File: config.mk
export PLATFORM = sky130hd
export DESIGN_NAME = scr_ram
export DESIGN_NICKNAME = d
export VERILOG_FILES = /design/src/design/scr_ram.sv
export SDC_FILE = /design/constraint.sdc
export NUM_CORES = 1
export LEC_CHECK = 0
export ABC_CLOCK_PERIOD_IN_PS = 2400
export BUFFER_PORTS_ARGS = -buffer_cell sky130_fd_sc_hd__buf_2
export CAP_MARGIN = 40
export CORE_MARGIN = 5
export CORE_UTILIZATION = 46
export DETAILED_ROUTE_END_ITERATION = 12
export PLACE_DENSITY_LB_ADDON = 0.08
export RECOVER_POWER = 50
export SYNTH_ARGS = -nofsm -noshare
export SYNTH_HDL_FRONTEND = slang
export SYNTH_SLANG_ARGS = --single-unit
File: constraint.sdc
create_clock -name i_clk -period 2.4 [get_ports i_clk]
set_input_delay 0.6 -clock i_clk [delete_from_list [all_inputs] [get_ports i_clk]]
set_output_delay 0.6 -clock i_clk [all_outputs]
set_load 0.02 [all_outputs]
File: src/design/scr_ram.sv
// ----------------------------------------------------------------------------
// scr_ram
// Simple dual-port RAM with one write port and one registered read port.
// ----------------------------------------------------------------------------
module scr_ram #(
    parameter int WIDTH = 8,
    parameter int DEPTH = 16
) (
    input  logic                     i_clk,
    input  logic                     i_we,
    input  logic [$clog2(DEPTH)-1:0] i_waddr,
    input  logic [WIDTH-1:0]         i_wdata,
    input  logic                     i_re,
    input  logic [$clog2(DEPTH)-1:0] i_raddr,
    output logic [WIDTH-1:0]         o_rdata
);

    logic [WIDTH-1:0] r_mem [DEPTH];
    logic [WIDTH-1:0] r_rdata;

    // Write port and registered read port; a read returns the old contents.
    always_ff @(posedge i_clk) begin
        if (i_we) begin
            r_mem[i_waddr] <= i_wdata;
        end
        if (i_re) begin
            r_rdata <= r_mem[i_raddr];
        end
    end

    assign o_rdata = r_rdata;

endmodule

==> flow_metrics.env, run 1 <==
export IMPL_status="complete, no violations"
export IMPL_switchingPower_mw=1.087
export IMPL_worstHoldEndpoint="r_mem[7][4]"
export IMPL_hold_class="input port to flip-flop"
export IMPL_crit_arrival_ns=1.94
export IMPL_synth_top_family_by_area="multiplexers"
export IMPL_coreArea_sq_um=11270
export IMPL_fin_setup_tns_ns=0
export IMPL_post_route_min_period_ns=1.796
export IMPL_fillers=865
export IMPL_grt_pass1_vias=2538
export IMPL_synthAdderAreaFrac=0
export IMPL_fin_cells=442
export IMPL_dr_wl_met3_um=510
export IMPL_yosysWarnings=0
export IMPL_grt_max_degree=23
export IMPL_slowest_stage="mux4_1"
export IMPL_path_cells="buf_2 > buf_4 > mux4_1 > a22oi_1 > nand2_1"
export IMPL_cts_sinks=136
export IMPL_skew_ns=0.01017
export IMPL_cts_setup_buffers=0
export IMPL_maxCapViolations=0
export IMPL_min_path_cells=1
export IMPL_rsz0062_at_grt="no"
export IMPL_p_seq_frac=0.500
export IMPL_clk_latency_ns=0.40
export IMPL_drive_gt1_frac=0.2776
export IMPL_io_buffer_count=26
export IMPL_drtPass1Iterations=4
export IMPL_grt_ovfl_total=0
export IMPL_hold_start="i_wdata[4]"
export IMPL_cellPowerDensity_nw_per_um2=870.8
export IMPL_finalSetupViolations=0
export IMPL_num_antenna_cells=0
export IMPL_reg2reg_slack_ns=0.87
export IMPL_postCtsHoldBufs=0
export IMPL_synth_compound_area_frac=0.02298
export IMPL_gp_congestion=0.7610
export IMPL_clkTransAtPathRegs_ns=0.06
export IMPL_dieWidth_um=116.6
export IMPL_cp_data_required_time_ns=2.55
export IMPL_ios=27
export IMPL_layout_commonest_cell="edfxtp_1"
export IMPL_critPathLaunchType="input port"
export IMPL_tightest_slew_ns=0.7284
export IMPL_routed_wl_mm=10.13
export IMPL_switching_share=0.2020
export IMPL_finalCritPeriodShare=0.7484
export IMPL_end_kind="flip-flop"
export IMPL_max_freq_mhz=556.7
export IMPL_start_util=0.4638
export IMPL_pwr_share_clk=0.452
export IMPL_antenna_left=0
export IMPL_ir_worst_vdd_v=0.0004635
export IMPL_die_area_sq_um=13600
export IMPL_synthMuxAreaShare=0.1479
export IMPL_ys_seq_area_frac=0.7812
export IMPL_cts_buffers=17
export IMPL_grt_pass1_wl_mm=15.70
export IMPL_via_per_inst=5.468
export IMPL_ys_ff_latch=136
export IMPL_syn_area_sq_um=5228
export IMPL_vias=2417
export IMPL_synth_xor_area_frac=0
export IMPL_r2r_cells=3
export IMPL_drt_met1_wl_mm=4.790
export IMPL_avgSynthCellArea_sq_um=22.83
export IMPL_synth_fp_nets=248
export IMPL_track_usage=0.1661
export IMPL_r2r_start="r_mem[1][2]"
export IMPL_slowest_delay_ns=0.58
export IMPL_wl_per_cell_um=22.92
export IMPL_area_growth_pct=18.24
export IMPL_power_internal_mw=4.295
export IMPL_drt_iter0_markers=156
export IMPL_rows=39
export IMPL_synthCells=229
export IMPL_htree_levels=4
export IMPL_ctsResizeCount=0
export IMPL_clockBufferDepth=2
export IMPL_routed_top_layer="met4"
export IMPL_ys_types=18
export IMPL_path_class="input port to flip-flop"
export IMPL_cts_tree="yes"
export IMPL_path_max_fanout=9
export IMPL_combPwrFrac=0.048
export IMPL_wl_met2_mm=4.754
export IMPL_layout_common_cells="edfxtp_1, mux4_2, buf_4"
export IMPL_root_buffer="clkbuf_16"
export IMPL_antenna_found_initial=0
export IMPL_r2r_end="o_rdata[2]"
export IMPL_dp_hpwl_mm=6.729
export IMPL_dp_cells=410
export IMPL_nets=305
export IMPL_maxSlewHeadroom=0.5144
export IMPL_drt_drc_violations_left=0
export IMPL_p_leak_nw=2.067
export IMPL_synthSimpleGateAreaFrac=0.03135
export IMPL_hold_viol=0
export IMPL_die_h_um=116.6
export IMPL_slew_violations=0
[critical path: cells and delay by family]
kind / cells / cell delay [ns]
AND/OR/NAND/NOR: 1 / 0.09
buffers and inverters: 2 / 0.35
AO/OA/AOI/OAI: 1 / 0.31
multiplexers: 1 / 0.58
[flip-flops by register name, summed over array words and instances, names as in the netlist]
signal and count:
o_rdata 8, r_mem 128
[area by class of cell]
cell class / count / area, sq um / share of cell area
multi-input combinational: 83 / 1057 / 0.1711
timing repair buffer: 48 / 300.3 / 0.04858
clock buffer: 18 / 429.2 / 0.06943
clock inverter: 14 / 131.4 / 0.02126
sequential: 136 / 4084 / 0.6607
tap: 143 / 178.9 / 0.02895
[power by group through the flow]
stage | Combinational [mW] | Sequential (mW) | Clock, mW
2_1_floorplan | 0.135 | 2.75 | 0
3_3_place_gp | 0.261 | 2.74 | 0
3_5_place_dp | 0.265 | 2.74 | 0
4_1_cts | 0.266 | 2.69 | 2.49
5_1_grt | 0.281 | 2.70 | 2.59
6_report | 0.256 | 2.69 | 2.43
[cell families after synthesis]
group           Yosys count
flops                   136
simple gates             35
mux                      32
compound gates           16
buf+inv                  10
[through the flow]
| step | worst slack [ns] | utilization | hold slack [ns] | area [sq um] | total power, mW |
|---|---|---|---|---|---|
| after global routing | 0.5487 | 0.5483 | 0.7216 | 6181 | 5.567 |
| after CTS | 0.6269 | 0.5501 | 0.5701 | 6201 | 5.444 |
| after global placement | 0.2028 | 0.5004 | 0.7297 | 5640 | 3.002 |
| after floorplan | 0.3071 | - | 0.6989 | 5228 | 2.886 |
| final | 0.6038 | 0.5483 | 0.7117 | 6181 | 5.382 |
| after detailed placement | 0.2260 | 0.5004 | 0.7453 | 5640 | 3.006 |
[worst max-delay path by stage]
stage	cells past startpoint	startpoint	slack [ns]	end
6_report	5	i_raddr[0]	0.60	o_rdata[2]
5_1_grt	5	i_raddr[0]	0.55	o_rdata[2]
4_1_cts	5	i_raddr[0]	0.63	o_rdata[2]
3_5_place_dp	5	i_raddr[0]	0.23	o_rdata[2]
3_3_place_gp	5	i_raddr[0]	0.20	o_rdata[2]
2_1_floorplan	2	i_waddr[2]	0.31	r_mem[0][0]
[cell usage after synthesis]
cell type	count	area share
and2_1	1	0.0012
edfxtp_1	136	0.78
and2b_1	1	0.0014
buf_4	1	0.0014
buf_6	3	0.0065
nor2_1	13	0.0093
or3b_2	1	0.0017
a22oi_1	16	0.023
nand2b_1	2	0.0024
nand3b_1	2	0.0029
mux4_1	14	0.070
nand3_1	1	0.00096
clkdlybuf4s25_2	3	0.0057
nand2_1	9	0.0065
buf_2	3	0.0029
nor2b_1	1	0.0012
nor3_1	4	0.0038
mux4_2	18	0.078
[routing by layer]
layer  GRT usage  vias up
li1            -     1097
met1      0.2383     1244
met2      0.2483       68
met3     0.04922        8
met4     0.05275        0
met5           0        -
Note: power is estimated with default switching activity, not from simulation.
==> inputs of run 2 (changes only) <==
ABC_CLOCK_PERIOD_IN_PS = 1800   (was 2400)
clock period = 1.8 ns   (was 2.4 ns; I/O delays follow)
==> flow_metrics.env, run 2 (synthesized netlist as in run 1, its figures left out) <==
export IMPL_antenna_left=0
export IMPL_slowest_delay_ns=0.61
export IMPL_max_freq_mhz=619.9
export IMPL_slew_violations=0
export IMPL_path_cells="buf_2 > buf_12 > mux4_1 > a22oi_1 > nand2_1"
export IMPL_slowest_stage="mux4_1"
export IMPL_grt_ovfl_total=0
export IMPL_num_antenna_cells=0
export IMPL_gp_congestion=0.8195
export IMPL_status="complete, no violations"
export IMPL_layout_common_cells="edfxtp_1, buf_4, mux4_2"
export IMPL_grt_pass1_wl_mm=15.39
export IMPL_ios=27
export IMPL_rows=39
export IMPL_antenna_found_initial=0
export IMPL_ir_worst_vdd_v=0.0005198
export IMPL_rsz0062_at_grt="no"
export IMPL_clockBufferDepth=2
export IMPL_drtPass1Iterations=5
export IMPL_finalSetupViolations=0
export IMPL_drt_iter0_markers=134
export IMPL_grt_pass1_vias=2622
export IMPL_reg2reg_slack_ns=0.26
export IMPL_end_kind="flip-flop"
export IMPL_hold_viol=0
export IMPL_post_route_min_period_ns=1.613
export IMPL_fillers=848
export IMPL_root_buffer="clkbuf_16"
export IMPL_via_per_inst=5.458
export IMPL_critPathLaunchType="input port"
export IMPL_r2r_end="o_rdata[2]"
export IMPL_power_mw=7.588
export IMPL_cellPowerDensity_nw_per_um2=1198
export IMPL_clk_latency_ns=0.40
export IMPL_io_buffer_count=26
export IMPL_routed_wl_mm=10.05
export IMPL_path_max_fanout=17
export IMPL_cts_buffers=17
export IMPL_start_util=0.4638
export IMPL_area_growth_pct=21.13
export IMPL_maxCapViolations=0
export IMPL_largest_reg_flops=128
export IMPL_maxSlewHeadroom=0.4592
export IMPL_coreArea_sq_um=11270
export IMPL_top_register="r_mem"
export IMPL_p_leak_nw=2.145
export IMPL_wl_per_cell_um=22.44
export IMPL_skew_ns=0.007871
export IMPL_finalCritPeriodShare=0.8961
export IMPL_worst_path_buf_inv=2
export IMPL_worstHoldEndpoint="o_rdata[6]"
export IMPL_vias=2445
export IMPL_cts_setup_buffers=0
export IMPL_critical_path_top_delay_family="multiplexers"
export IMPL_drive_gt1_frac=0.3049
export IMPL_htree_levels=4
export IMPL_hold_class="input port to flip-flop"
export IMPL_clkTransAtPathRegs_ns=0.06
export IMPL_cts_sinks=136
export IMPL_path_class="input port to flip-flop"
export IMPL_cts_tree="yes"
export IMPL_nets=311
export IMPL_whs_ns=0.5369
export IMPL_multiInputGateArea_sq_um=1062
export IMPL_cp_data_required_time_ns=1.95
export IMPL_area_sequential_sq_um=4084
export IMPL_layout_commonest_cell="edfxtp_1"
export IMPL_die_area_sq_um=13600
export IMPL_crit_arrival_ns=1.76
export IMPL_finish_utilization=0.5618
export IMPL_die_h_um=116.6
export IMPL_postCtsHoldBufs=0
export IMPL_r2r_start="r_mem[5][2]"
export IMPL_drt_drc_violations_left=0
export IMPL_hold_start="i_re"
export IMPL_dieWidth_um=116.6
export IMPL_min_path_cells=1
export IMPL_grt_max_degree=22
export IMPL_dp_hpwl_mm=6.691
export IMPL_track_usage=0.1646
export IMPL_tightest_slew_ns=0.8095
export IMPL_r2r_cells=3
export IMPL_ctsResizeCount=0
==> run 2: cell types whose count changed in the layout (fill, tap and decap cells not counted), sizes merged <==
cell	change
buf	+7
clkinv	-2
clkinvlp	+1
bufinv	+3
clkbuf	-2
inv	-1
==> run 2: metal layers <==
metal / GRT usage / routed length, um / vias to the layer above
li1: - / - / 1112
met1: 0.2174 / 4500 / 1269
met2: 0.2609 / 5063 / 58
met3: 0.05544 / 417 / 6
met4: 0.05275 / 70 / 0
met5: 0 / 0 / -
==> run 2: where the power goes <==
group	total (mW)	leakage (nW)	switching [mW]	internal (mW)
Sequential	3.59	1.24	0.0175	3.57
Combinational	0.354	0.609	0.206	0.147
Clock	3.65	0.300	1.21	2.43
==> run 2: worst max-delay path by stage <==
stage	start	endpoint	slack [ns]	cells after the start
final	i_raddr[0]	o_rdata[2]	0.19	5
after global routing	i_raddr[0]	o_rdata[2]	0.14	5
after CTS	i_raddr[0]	o_rdata[2]	0.23	5
after detailed placement	i_raddr[0]	o_rdata[2]	-0.19	5
after global placement	i_raddr[0]	o_rdata[4]	-0.22	5
after floorplan	i_raddr[0]	o_rdata[1]	0.07	5
==> run 2: final cells by class <==
class	count	share of cell area
clock buffer	17	0.06718
clock inverter	15	0.03280
multi-input combinational	83	0.1678
sequential	136	0.6449
tap	143	0.02826
timing repair buffer	54	0.05908
==> run 2: metrics by stage <==
stage | instance area, sq um | setup TNS [ns] | cells | setup slack, ns
floorplan | 5233 | 0 | 229 | 0.06759
global placement | 5715 | -1.352 | 416 | -0.2154
detailed placement | 5715 | -1.267 | 416 | -0.1906
CTS | 6349 | 0 | 448 | 0.2260
global route | 6332 | 0 | 448 | 0.1375
finish | 6332 | 0 | 448 | 0.1869
==> run 2: worst reg2reg max path: cells and delay by family, from the launching register on <==
| kind | cells | cell delay, ns |
|---|---|---|
| AOI/OAI and AO/OA | 1 | 0.28 |
| DFF | 1 | 0.36 |
| muxes | 1 | 0.55 |
| and+or+nand+nor | 1 | 0.09 |
